[src/rtl/quoted_argument_tokenizer_macros.svh]
// Assertion macros for the quoted argument tokenizer.
`ifndef QUOTED_ARGUMENT_TOKENIZER_MACROS_SVH
`define QUOTED_ARGUMENT_TOKENIZER_MACROS_SVH

// same-cycle implication, sampled on the rising clock edge, off in reset
`define QAT_ASSERT_NOW(label, clk, rst_n, ante, cons) \
    label: assert property (@(posedge clk) disable iff (!(rst_n)) (ante) |-> (cons)) \
        else $error("qat assertion failed");

// next-cycle implication
`define QAT_ASSERT_NEXT(label, clk, rst_n, ante, cons) \
    label: assert property (@(posedge clk) disable iff (!(rst_n)) (ante) |=> (cons)) \
        else $error("qat assertion failed");

`endif

[src/rtl/qat_pkg.sv]
// Package of the quoted argument tokenizer: types, codes and decode helpers.
package qat_pkg;

    typedef enum logic [3:0] {
        M_SPACE   = 4'd0,
        M_PARM    = 4'd1,
        M_SQUOTE  = 4'd2,
        M_DQUOTE  = 4'd3,
        M_BS      = 4'd4,
        M_HEX1    = 4'd5,
        M_HEXMORE = 4'd6,
        M_OCT2    = 4'd7,
        M_OCT3    = 4'd8
    } t_mode;

    typedef enum logic [1:0] {
        R_PARM   = 2'd0,
        R_SQUOTE = 2'd1,
        R_DQUOTE = 2'd2
    } t_ret;

    typedef enum logic [1:0] {
        K_BYTE   = 2'd0,
        K_END    = 2'd1,
        K_ACCEPT = 2'd2,
        K_REJECT = 2'd3
    } t_kind;

    localparam int MAX_RES = 4;

    localparam logic [1:0] REG_SEP_LOW  = 2'd0;
    localparam logic [1:0] REG_SEP_MID  = 2'd1;
    localparam logic [1:0] REG_SEP_HIGH = 2'd2;
    localparam logic [1:0] REG_SEP_TOP  = 2'd3;

    localparam logic [63:0] SEP_LOW_RST = 64'h0000_0001_0000_3E00;

    localparam logic [7:0] CH_SQUOTE = 8'h27;
    localparam logic [7:0] CH_DQUOTE = 8'h22;
    localparam logic [7:0] CH_BSLASH = 8'h5C;
    localparam logic [7:0] CH_A      = 8'h61;
    localparam logic [7:0] CH_B      = 8'h62;
    localparam logic [7:0] CH_E      = 8'h65;
    localparam logic [7:0] CH_F      = 8'h66;
    localparam logic [7:0] CH_N      = 8'h6E;
    localparam logic [7:0] CH_R      = 8'h72;
    localparam logic [7:0] CH_T      = 8'h74;
    localparam logic [7:0] CH_V      = 8'h76;
    localparam logic [7:0] CH_X      = 8'h78;

    typedef struct packed {
        t_mode      mode;
        t_ret       ret;
        logic [7:0] val;
        logic       failed;
    } t_pstate;

    typedef struct packed {
        logic [2:0]                 cnt;
        logic [MAX_RES-1:0][1:0]    res_kind;
        logic [MAX_RES-1:0][7:0]    res_byte;
    } t_bundle;

    // {valid, digit}
    function automatic logic [4:0] hex_digit(input logic [7:0] b);
        logic [4:0] r;
        r = 5'd0;
        if (b >= 8'h30 && b <= 8'h39) begin
            r = {1'b1, b[3:0]};
        end else if ((b >= 8'h61 && b <= 8'h66) || (b >= 8'h41 && b <= 8'h46)) begin
            r = {1'b1, b[3:0] + 4'd9};
        end
        return r;
    endfunction

    function automatic logic is_oct(input logic [7:0] b);
        return b >= 8'h30 && b <= 8'h37;
    endfunction

    function automatic t_mode ret_to_mode(input t_ret r);
        t_mode m;
        unique case (r)
            R_SQUOTE: m = M_SQUOTE;
            R_DQUOTE: m = M_DQUOTE;
            default:  m = M_PARM;
        endcase
        return m;
    endfunction

endpackage

[src/rtl/qat_if.sv]
// Valid/ready channel interfaces for the input bytes and the result beats.
interface qat_in_if;
    logic       valid;
    logic       ready;
    logic [7:0] in_byte;
    logic       end_of_string;

    modport source (output valid, output in_byte, output end_of_string, input ready);
    modport sink   (input valid, input in_byte, input end_of_string, output ready);
endinterface

interface qat_out_if;
    logic       valid;
    logic       ready;
    logic [1:0] result_kind;
    logic [7:0] token_byte;
    logic       last_of_run;

    modport source (output valid, output result_kind, output token_byte,
                    output last_of_run, input ready);
    modport sink   (input valid, input result_kind, input token_byte,
                    input last_of_run, output ready);
endinterface

[src/rtl/qat_step.sv]
// Per-byte parse step: next parser state and the result beats one byte causes.
module qat_step
    import qat_pkg::*;
(
    input  logic [255:0] i_sep,
    input  logic [7:0]   i_byte,
    input  logic         i_eos,
    input  t_pstate      i_state,
    output t_pstate      o_state,
    output t_bundle      o_bnd
);

    t_mode      mode;
    t_ret       ret;
    logic [7:0] val;
    logic       fl;
    logic [2:0] n;
    logic       used;
    logic       sep;
    logic [4:0] hv;
    logic       oct;

    always_comb begin
        mode = i_state.mode;
        ret  = i_state.ret;
        val  = i_state.val;
        fl   = i_state.failed;
        n    = 3'd0;
        used = 1'b0;
        sep  = i_sep[i_byte];
        hv   = hex_digit(i_byte);
        oct  = is_oct(i_byte);
        o_bnd = '0;

        if (!fl) begin
            if (mode == M_HEXMORE) begin
                if (hv[4]) begin
                    o_bnd.res_kind[n[1:0]] = K_BYTE;
                    o_bnd.res_byte[n[1:0]] = {val[3:0], hv[3:0]};
                    n    = n + 3'd1;
                    used = 1'b1;
                end else begin
                    o_bnd.res_kind[n[1:0]] = K_BYTE;
                    o_bnd.res_byte[n[1:0]] = val;
                    n = n + 3'd1;
                end
                mode = ret_to_mode(ret);
            end else if (mode == M_OCT2 || mode == M_OCT3) begin
                if (oct) begin
                    val  = {val[4:0], i_byte[2:0]};
                    used = 1'b1;
                    if (mode == M_OCT3) begin
                        o_bnd.res_kind[n[1:0]] = K_BYTE;
                        o_bnd.res_byte[n[1:0]] = val;
                        n    = n + 3'd1;
                        mode = ret_to_mode(ret);
                    end else begin
                        mode = M_OCT3;
                    end
                end else begin
                    o_bnd.res_kind[n[1:0]] = K_BYTE;
                    o_bnd.res_byte[n[1:0]] = val;
                    n    = n + 3'd1;
                    mode = ret_to_mode(ret);
                end
            end

            if (!used) begin
                case (mode)
                    M_PARM: begin
                        if (sep) begin
                            o_bnd.res_kind[n[1:0]] = K_END;
                            n    = n + 3'd1;
                            mode = M_SPACE;
                        end else if (i_byte == CH_SQUOTE) begin
                            mode = M_SQUOTE;
                        end else if (i_byte == CH_DQUOTE) begin
                            mode = M_DQUOTE;
                        end else if (i_byte == CH_BSLASH) begin
                            ret  = R_PARM;
                            mode = M_BS;
                        end else begin
                            o_bnd.res_kind[n[1:0]] = K_BYTE;
                            o_bnd.res_byte[n[1:0]] = i_byte;
                            n = n + 3'd1;
                        end
                    end
                    M_SQUOTE: begin
                        if (i_byte == CH_SQUOTE) begin
                            mode = M_PARM;
                        end else if (i_byte == CH_BSLASH) begin
                            ret  = R_SQUOTE;
                            mode = M_BS;
                        end else begin
                            o_bnd.res_kind[n[1:0]] = K_BYTE;
                            o_bnd.res_byte[n[1:0]] = i_byte;
                            n = n + 3'd1;
                        end
                    end
                    M_DQUOTE: begin
                        if (i_byte == CH_DQUOTE) begin
                            mode = M_PARM;
                        end else if (i_byte == CH_BSLASH) begin
                            ret  = R_DQUOTE;
                            mode = M_BS;
                        end else begin
                            o_bnd.res_kind[n[1:0]] = K_BYTE;
                            o_bnd.res_byte[n[1:0]] = i_byte;
                            n = n + 3'd1;
                        end
                    end
                    M_BS: begin
                        if (i_byte == CH_X) begin
                            val  = 8'd0;
                            mode = M_HEX1;
                        end else if (oct) begin
                            val  = {5'd0, i_byte[2:0]};
                            mode = M_OCT2;
                        end else begin
                            o_bnd.res_kind[n[1:0]] = K_BYTE;
                            unique case (i_byte)
                                CH_A:    o_bnd.res_byte[n[1:0]] = 8'h07;
                                CH_B:    o_bnd.res_byte[n[1:0]] = 8'h08;
                                CH_E:    o_bnd.res_byte[n[1:0]] = 8'h1B;
                                CH_F:    o_bnd.res_byte[n[1:0]] = 8'h0C;
                                CH_N:    o_bnd.res_byte[n[1:0]] = 8'h0A;
                                CH_R:    o_bnd.res_byte[n[1:0]] = 8'h0D;
                                CH_T:    o_bnd.res_byte[n[1:0]] = 8'h09;
                                CH_V:    o_bnd.res_byte[n[1:0]] = 8'h0B;
                                default: o_bnd.res_byte[n[1:0]] = i_byte;
                            endcase
                            n    = n + 3'd1;
                            mode = ret_to_mode(ret);
                        end
                    end
                    M_HEX1: begin
                        if (!hv[4]) begin
                            fl = 1'b1;
                        end else begin
                            val  = {4'd0, hv[3:0]};
                            mode = M_HEXMORE;
                        end
                    end
                    default: begin
                        if (!sep) begin
                            if (i_byte == CH_SQUOTE) begin
                                mode = M_SQUOTE;
                            end else if (i_byte == CH_DQUOTE) begin
                                mode = M_DQUOTE;
                            end else if (i_byte == CH_BSLASH) begin
                                ret  = R_PARM;
                                mode = M_BS;
                            end else begin
                                o_bnd.res_kind[n[1:0]] = K_BYTE;
                                o_bnd.res_byte[n[1:0]] = i_byte;
                                n    = n + 3'd1;
                                mode = M_PARM;
                            end
                        end
                    end
                endcase
            end
        end

        if (i_eos) begin
            if (fl) begin
                o_bnd.res_kind[n[1:0]] = K_REJECT;
                n = n + 3'd1;
            end else begin
                if (mode == M_HEXMORE || mode == M_OCT2 || mode == M_OCT3) begin
                    o_bnd.res_kind[n[1:0]] = K_BYTE;
                    o_bnd.res_byte[n[1:0]] = val;
                    n    = n + 3'd1;
                    mode = ret_to_mode(ret);
                end
                if (mode == M_PARM) begin
                    o_bnd.res_kind[n[1:0]] = K_END;
                    n = n + 3'd1;
                    o_bnd.res_kind[n[1:0]] = K_ACCEPT;
                    n = n + 3'd1;
                end else if (mode == M_SQUOTE || mode == M_DQUOTE ||
                             mode == M_BS || mode == M_HEX1) begin
                    o_bnd.res_kind[n[1:0]] = K_REJECT;
                    n = n + 3'd1;
                end else begin
                    o_bnd.res_kind[n[1:0]] = K_ACCEPT;
                    n = n + 3'd1;
                end
            end
            mode = M_SPACE;
            ret  = R_PARM;
            val  = 8'd0;
            fl   = 1'b0;
        end

        o_bnd.cnt      = n;
        o_state.mode   = mode;
        o_state.ret    = ret;
        o_state.val    = val;
        o_state.failed = fl;
    end

endmodule

[src/rtl/quoted_argument_tokenizer.sv]
// Top level of the quoted argument tokenizer: channels, registers, result buffering.
//
// Input channel i_in: one string byte per beat, end_of_string on the final byte.
// Output channel o_out: result beats (token byte, token end, accept, reject);
// last_of_run marks the final beat caused by one input byte. After a reject
// the consumer drops the tokens already delivered for that string.
// APB port: four 64-bit separator mask registers at byte addresses 0, 8, 16, 24,
// bit k of a register flags byte value 64*index+k. Write them only while idle.
// Each accepted byte is parsed in the cycle it is taken; its zero to four results
// go into a result buffer and leave through the output register one per cycle
// while the receiver takes them. A result moves from the result buffer to the
// output register, which holds it until the receiver takes it.
// Throughput: one byte per cycle while each byte causes at most one result and
// the receiver does not stall; a byte causing more results holds the buffer until
// each of them has moved to the single-beat output register.
// The next byte is taken while the output register still holds an untaken beat.
// Reset: parser between arguments, buffer and output empty, masks to defaults
// (space, tab, newline, vertical tab, form feed, carriage return).
// Receiver stall: the output register and buffer hold, then i_in.ready drops.
`include "quoted_argument_tokenizer_macros.svh"

module quoted_argument_tokenizer
    import qat_pkg::*;
(
    input  logic         i_clk,
    input  logic         i_rst_n,
    qat_in_if.sink       i_in,
    qat_out_if.source    o_out,
    input  logic         psel,
    input  logic         penable,
    input  logic         pwrite,
    input  logic [4:0]   paddr,
    input  logic [63:0]  pwdata,
    output logic [63:0]  prdata,
    output logic         pready
);

    logic [63:0] r_sep_low;
    logic [63:0] r_sep_mid;
    logic [63:0] r_sep_high;
    logic [63:0] r_sep_top;
    logic [1:0]  reg_idx;
    logic        cfg_wr;

    t_pstate     r_state;
    t_pstate     n_state;
    t_bundle     n_bnd;

    logic                      r_bnd_valid;
    logic [2:0]                r_bnd_cnt;
    logic [1:0]                r_bnd_idx;
    logic [MAX_RES-1:0][1:0]   r_bnd_kind;
    logic [MAX_RES-1:0][7:0]   r_bnd_byte;

    logic        r_out_valid;
    logic [1:0]  r_out_kind;
    logic [7:0]  r_out_byte;
    logic        r_out_last;

    logic        out_load;
    logic        move;
    logic        bnd_last;
    logic        in_ready;
    logic        in_acc;

    assign reg_idx = paddr[4:3];
    assign cfg_wr  = psel && penable && pwrite && pready;
    assign pready  = 1'b1;

    always_comb begin
        unique case (reg_idx)
            REG_SEP_LOW:  prdata = r_sep_low;
            REG_SEP_MID:  prdata = r_sep_mid;
            REG_SEP_HIGH: prdata = r_sep_high;
            default:      prdata = r_sep_top;
        endcase
    end

    always_ff @(posedge i_clk) begin
        if (!i_rst_n) begin
            r_sep_low  <= SEP_LOW_RST;
            r_sep_mid  <= '0;
            r_sep_high <= '0;
            r_sep_top  <= '0;
        end else if (cfg_wr) begin
            unique case (reg_idx)
                REG_SEP_LOW:  r_sep_low  <= pwdata;
                REG_SEP_MID:  r_sep_mid  <= pwdata;
                REG_SEP_HIGH: r_sep_high <= pwdata;
                default:      r_sep_top  <= pwdata;
            endcase
        end
    end

    qat_step u_step (
        .i_sep   ({r_sep_top, r_sep_high, r_sep_mid, r_sep_low}),
        .i_byte  (i_in.in_byte),
        .i_eos   (i_in.end_of_string),
        .i_state (r_state),
        .o_state (n_state),
        .o_bnd   (n_bnd)
    );

    assign out_load = !r_out_valid || o_out.ready;
    assign move     = r_bnd_valid && out_load;
    assign bnd_last = {1'b0, r_bnd_idx} == (r_bnd_cnt - 3'd1);
    assign in_ready = !r_bnd_valid || (move && bnd_last);
    assign in_acc   = i_in.valid && in_ready;

    assign i_in.ready = in_ready;

    always_ff @(posedge i_clk) begin
        if (!i_rst_n) begin
            r_state     <= '{mode: M_SPACE, ret: R_PARM, val: 8'd0, failed: 1'b0};
            r_bnd_valid <= 1'b0;
            r_bnd_idx   <= 2'd0;
            r_out_valid <= 1'b0;
        end else begin
            if (in_acc) begin
                r_state     <= n_state;
                r_bnd_valid <= n_bnd.cnt != 3'd0;
                r_bnd_idx   <= 2'd0;
            end else if (move && bnd_last) begin
                r_bnd_valid <= 1'b0;
            end else if (move) begin
                r_bnd_idx <= r_bnd_idx + 2'd1;
            end

            if (move) begin
                r_out_valid <= 1'b1;
            end else if (o_out.ready) begin
                r_out_valid <= 1'b0;
            end
        end
    end

    always_ff @(posedge i_clk) begin
        if (in_acc) begin
            r_bnd_cnt  <= n_bnd.cnt;
            r_bnd_kind <= n_bnd.res_kind;
            r_bnd_byte <= n_bnd.res_byte;
        end
        if (move) begin
            r_out_kind <= r_bnd_kind[r_bnd_idx];
            r_out_byte <= r_bnd_byte[r_bnd_idx];
            r_out_last <= bnd_last;
        end
    end

    assign o_out.valid       = r_out_valid;
    assign o_out.result_kind = r_out_kind;
    assign o_out.token_byte  = r_out_byte;
    assign o_out.last_of_run = r_out_last;

    `QAT_ASSERT_NOW(a_bnd_idx_in_range, i_clk, i_rst_n, r_bnd_valid, (r_bnd_cnt != 3'd0) && ({1'b0, r_bnd_idx} < r_bnd_cnt))
    `QAT_ASSERT_NOW(a_accept_only_when_drained, i_clk, i_rst_n, in_acc && r_bnd_valid, move && bnd_last)
    `QAT_ASSERT_NEXT(a_run_continues, i_clk, i_rst_n, o_out.valid && o_out.ready && !o_out.last_of_run, r_out_valid)
    `QAT_ASSERT_NOW(a_failed_in_hex1, i_clk, i_rst_n, r_state.failed, r_state.mode == M_HEX1)

endmodule

[src/flat_wrapper.sv]
// flat-port wrapper written by rule: the top's interface ports become plain ports
module quoted_argument_tokenizer_flat import qat_pkg::*;
  (i_clk, i_rst_n, psel, penable, pwrite, paddr, pwdata, prdata, pready, i_in_valid, i_in_in_byte, i_in_end_of_string, i_in_ready, o_out_valid, o_out_result_kind, o_out_token_byte, o_out_last_of_run, o_out_ready);
  qat_in_if i_in_i ();
  qat_out_if o_out_i ();
  input  logic i_clk;
  input  logic i_rst_n;
  input  logic psel;
  input  logic penable;
  input  logic pwrite;
  input  logic [4:0] paddr;
  input  logic [63:0] pwdata;
  output logic [63:0] prdata;
  output logic pready;
  input wire logic [$bits(i_in_i.valid)-1:0] i_in_valid;
  input wire logic [$bits(i_in_i.in_byte)-1:0] i_in_in_byte;
  input wire logic [$bits(i_in_i.end_of_string)-1:0] i_in_end_of_string;
  output wire logic [$bits(i_in_i.ready)-1:0] i_in_ready;
  output wire logic [$bits(o_out_i.valid)-1:0] o_out_valid;
  output wire logic [$bits(o_out_i.result_kind)-1:0] o_out_result_kind;
  output wire logic [$bits(o_out_i.token_byte)-1:0] o_out_token_byte;
  output wire logic [$bits(o_out_i.last_of_run)-1:0] o_out_last_of_run;
  input wire logic [$bits(o_out_i.ready)-1:0] o_out_ready;
  assign i_in_i.valid = i_in_valid;
  assign i_in_i.in_byte = i_in_in_byte;
  assign i_in_i.end_of_string = i_in_end_of_string;
  assign i_in_ready = i_in_i.ready;
  assign o_out_valid = o_out_i.valid;
  assign o_out_result_kind = o_out_i.result_kind;
  assign o_out_token_byte = o_out_i.token_byte;
  assign o_out_last_of_run = o_out_i.last_of_run;
  assign o_out_i.ready = o_out_ready;
  quoted_argument_tokenizer u_core (.i_clk(i_clk), .i_rst_n(i_rst_n), .i_in(i_in_i), .o_out(o_out_i), .psel(psel), .penable(penable), .pwrite(pwrite), .paddr(paddr), .pwdata(pwdata), .prdata(prdata), .pready(pready));
endmodule
[config.mk]
export PLATFORM = sky130hd
export DESIGN_NAME = quoted_argument_tokenizer_flat
export DESIGN_NICKNAME = d
export VERILOG_FILES = /design/src/rtl/qat_pkg.sv /design/src/rtl/qat_if.sv /design/src/rtl/qat_step.sv /design/src/rtl/quoted_argument_tokenizer.sv /design/src/flat_wrapper.sv
export VERILOG_INCLUDE_DIRS = /design/src /design/src/rtl
export SDC_FILE = /design/constraint.sdc
export NUM_CORES = 1
export LEC_CHECK = 0
export BUFFER_PORTS_ARGS = -buffer_cell sky130_fd_sc_hd__buf_2
export CAP_MARGIN = 20
export CELL_PAD_IN_SITES_DETAIL_PLACEMENT = 1
export CELL_PAD_IN_SITES_GLOBAL_PLACEMENT = 2
export CORE_MARGIN = 10
export CORE_UTILIZATION = 40
export DETAILED_ROUTE_END_ITERATION = 6
export PLACE_DENSITY = 0.88
export SYNTH_ARGS = -nofsm -noshare
export SYNTH_HDL_FRONTEND = slang
export SYNTH_HIERARCHICAL = 1
export SYNTH_SLANG_ARGS = --single-unit
[constraint.sdc]
create_clock -name i_clk -period 15.96 [get_ports i_clk]
set_clock_uncertainty 0.05 [all_clocks]
set_input_delay 0 -clock i_clk [delete_from_list [all_inputs] [get_ports i_clk]]
set_output_delay 0 -clock i_clk [all_outputs]
set_load 0.01 [all_outputs]
==> results.sh <==
export IMPL_drt_pass1_iterations=5
export IMPL_synthesis_area_um2=18300
export IMPL_synth_area_top_cells="sky130_fd_sc_hd__dfxtp_1 30%, sky130_fd_sc_hd__mux4_2 14%, sky130_fd_sc_hd__nand2_1 13%, sky130_fd_sc_hd__edfxtp_1 8.8%, sky130_fd_sc_hd__a21oi_1 8.3%"
export IMPL_routed_via_count=16982
export IMPL_finish_instance_area_um2=21300
export IMPL_clk_pin_slew_worst_paths_ps=60
export IMPL_antenna_diode_count=0
export IMPL_timing_final_setup_violations=0
export IMPL_chipWidth_um=234
export IMPL_drt_initial_drc_count=1340
export IMPL_grt_first_pass_wirelength_um=106000
export IMPL_dp_hpwl_um=45000
export IMPL_crit_path_leading_delay_family="compound AO/OA/AOI/OAI gates"
export IMPL_design_power_total_w=0.00218
export IMPL_worstPathArrival_ps=8700
export IMPL_setup_tns_ps=0
export IMPL_synth_seq_cells=329
export IMPL_placement_cell_area_um2=19300
export IMPL_synth_async_reset_ratio=0
export IMPL_dp_cells=2715
export IMPL_gpl_final_weighted_congestion=0.887
export IMPL_postRouteWirelength_um=68400
export IMPL_power_density_cell_area_nw_per_um2=102
export IMPL_ctsLongestPathBuffers=3
export IMPL_total_count_of_hold_check_failures_in_the_final_report=0
export IMPL_ir_drop_v=0.0000659
export IMPL_grtUsageMet2=0.426
export IMPL_avgViaCountPerCell=5.94
export IMPL_synthDominantCellAreaShare=0.300
export IMPL_timing_critical_path_to_type="flop"
export IMPL_met1_usage=0.302
export IMPL_globalRouteMet3Util=0.0378
export IMPL_drive_gt1_frac=0.172
export IMPL_dieArea_um2=54800
export IMPL_number_of_global_route_vias_before_repair=17737
export IMPL_leakage_nw=7.57
export IMPL_track_usage=0.246
export IMPL_cp_max_fo=39
export IMPL_fillCellCount=5313
export IMPL_timing_worst_slew_pin_value_ps=1140
export IMPL_post_route_period_util=0.518
export IMPL_antenna_violations_before_repair=1
export IMPL_coreArea_um2=45400
export IMPL_path_class="input port to flop"
export IMPL_wl_per_cell_um=23.9
export IMPL_pin_count=163
export IMPL_synth_lib_cells_used_distinct=98
export IMPL_final_critical_path_setup_slack_ps=7700
export IMPL_clock_tree_root_cell="sky130_fd_sc_hd__clkbuf_16"
export IMPL_number_of_enable_flip_flop_cells_after_synthesis=54
export IMPL_post_cts_repair_setup_buffers=0
export IMPL_grt_setup_unrepaired="false"
export IMPL_critical_path_data_required_time_ps=16400
export IMPL_slowest_delay_ps=970
export IMPL_floorplan_initialDensity=0.404
export IMPL_clock_latency_at_the_later_pin_of_the_worst_skew_pair_ps=560
export IMPL_slew_headroom=0.240
export IMPL_number_of_instances_in_the_synthesized_netlist=2104
export IMPL_path_buf_inv=6
export IMPL_drt_antenna_violating_nets=0
export IMPL_rows=78
export IMPL_final_cells=2861
export IMPL_timing_fmax_mhz=121
export IMPL_area_growth_synth_to_final_pct=16.3
export IMPL_ys_warnings_count=6
export IMPL_run_status="finished clean"
export IMPL_timing_hold_worst_class="input port to flop"
export IMPL_global_route_peak_usage_layer="met2"
export IMPL_synth_net_count=2208
export IMPL_dpl_worst_slack_ps=8150
export IMPL_post_route_drc_count=0
export IMPL_seq_area_frac_synth=0.389
export IMPL_grt_overflow_total=0
export IMPL_setup_worst_path_start_class="input port"
export IMPL_final_period_minus_worst_setup_slack_ps=8260
export IMPL_grt_max_degree=109
export IMPL_mean_instance_size_in_the_synthesized_netlist_um2=8.71
export IMPL_numClockSinks=329
export IMPL_numCtsBuffers=39
export IMPL_max_cap_violations=0
export IMPL_port_buffers=158
export IMPL_die_h_um=234
export IMPL_timing_final_max_slew_violations=0
export IMPL_yosys_most_used_dff="sky130_fd_sc_hd__dfxtp_1"
export IMPL_yosys_area_top_type="sky130_fd_sc_hd__dfxtp_1"
export IMPL_critPathSlowestCell="sky130_fd_sc_hd__nor2b_1"
export IMPL_layout_nets=2338
export IMPL_htree_num_levels=2
export IMPL_cts_tree="yes"
[final timing paths]
check | startpoint | to | slack, ps | cells after the start
setup / recovery | i_in_in_byte[0] | u_core/r_bnd_valid$_SDFFE_PN0P_ | 7700 | 28
hold / removal | i_in_end_of_string | u_core/r_state[14]$_SDFFE_PN0P_ | 30 | 4
setup reg to reg | u_core/r_sep_top[15]$_SDFFE_PN0P_ | u_core/r_bnd_valid$_SDFFE_PN0P_ | 8680 | 25
hold reg to reg | u_core/r_sep_high[62]$_SDFFE_PN0P_ | u_core/r_sep_high[62]$_SDFFE_PN0P_ | 420 | 2
[layout make-up]
| cell class | instances | area, um^2 | share of cell area |
|---|---|---|---|
| flip-flops and latches | 329 | 7130 | 0.334 |
| clock buffers | 56 | 1110 | 0.0520 |
| multi-input cells | 1580 | 10400 | 0.486 |
| clock inverters | 12 | 90.1 | 0.00422 |
| inverters | 25 | 98.8 | 0.00463 |
| repair buffers | 259 | 1790 | 0.0839 |
| well taps | 600 | 751 | 0.0352 |
[repair_timing]
item,4_1_cts,5_1_grt
gates resized for setup,0,0
hold buffers,76,0
hold endpoints to repair,278,0
endpoints found under the setup margin,0,0
[power breakdown]
| part | switching, W | total [W] | internal [W] |
|---|---|---|---|
| sequential | 0.0000241 | 0.000921 | 0.000897 |
| clock | 0.000358 | 0.000856 | 0.000498 |
| combinational | 0.000247 | 0.000403 | 0.000157 |
| total | 0.000629 | 0.00218 | 0.00155 |
[flip-flops by register name, indices dropped and copies added, names as in the netlist, 3 cells and up]
register and cells:
u_core/r_bnd_byte 32, u_core/r_bnd_kind 8, u_core/r_sep_high 64, u_core/r_state 15, u_core/r_sep_low 64, u_core/o_out.token_byte 8, u_core/r_sep_top 64, u_core/r_sep_mid 64
u_core/r_bnd_cnt 3
[worst reg2reg max path: cells and delay by family, from the launching register on]
| kind | cells | cell delay [ps] |
|---|---|---|
| compound gates | 13 | 3730 |
| mux | 3 | 1220 |
| buf+inv | 3 | 820 |
| fa+ha+maj | 2 | 690 |
| simple gates | 4 | 370 |
| flops | 1 | 340 |
[kinds of logic (layout without fill, tap and decap cells)]
| kind of cell | Yosys count | in the layout | share of synthesized area |
|---|---|---|---|
| compound gates | 510 | 510 | 0.167 |
| flops | 329 | 329 | 0.389 |
| buf+inv | 195 | 352 | 0.0478 |
| mux | 192 | 192 | 0.186 |
| other cells | 1 | 1 | 0.000205 |
| fa+ha+maj | 19 | 19 | 0.0130 |
| xor+xnor | 7 | 7 | 0.00334 |
| simple gates | 851 | 851 | 0.194 |
[synth_stat cells (7+ instances only)]
cell type and instances:
sky130_fd_sc_hd__mux2i_1 69, sky130_fd_sc_hd__a21oi_1 304, sky130_fd_sc_hd__nand3_1 32, sky130_fd_sc_hd__edfxtp_1 54, sky130_fd_sc_hd__ha_1 19, sky130_fd_sc_hd__and3_1 7, sky130_fd_sc_hd__buf_4 10, sky130_fd_sc_hd__nand2b_1 14
sky130_fd_sc_hd__a22oi_1 27, sky130_fd_sc_hd__nand2_1 629, sky130_fd_sc_hd__buf_2 30, sky130_fd_sc_hd__a221oi_1 7, sky130_fd_sc_hd__buf_1 15, sky130_fd_sc_hd__inv_1 24, sky130_fd_sc_hd__dfxtp_1 275, sky130_fd_sc_hd__clkbuf_1 108
sky130_fd_sc_hd__o21ai_1 14, sky130_fd_sc_hd__and2_1 10, sky130_fd_sc_hd__o22ai_1 14, sky130_fd_sc_hd__nor2b_1 11, sky130_fd_sc_hd__a31oi_1 11, sky130_fd_sc_hd__o21ai_0 42, sky130_fd_sc_hd__nand4_1 9, sky130_fd_sc_hd__mux4_2 118
sky130_fd_sc_hd__nor3_1 12, sky130_fd_sc_hd__a211oi_1 12, sky130_fd_sc_hd__nor2_1 87
[placed cells by master, fill, tap and decap left out, drive strengths merged, types with 12 or more instances in the layout]
cell type      n
inv           26
ha            19
nand2b        14
nor2          88
buf          183
mux2i         69
nand2        629
dlygate4sd3   76
nor3          13
a21oi        306
dfxtp        275
o22ai         14
edfxtp        54
a22oi         27
mux4         118
nand3         32
a211oi        12
o21ai         56
clkbuf        56
[routing by layer]
| layer | wire length, um | vias up |
|---|---|---|
| li1 | - | 7756 |
| met1 | 27700 | 8573 |
| met2 | 34300 | 522 |
| met3 | 3910 | 129 |
| met4 | 2510 | 2 |
| met5 | 18 | - |
[through the flow]
stage	hold WS, ps	utilization
4_1_cts	16.7	0.469
3_5_place_dp	232	0.426
5_1_grt	63.6	0.470
6_report	30.1	0.470
3_3_place_gp	219	0.426
2_1_floorplan	74.0	-
Power figures use the tool's default switching activity.
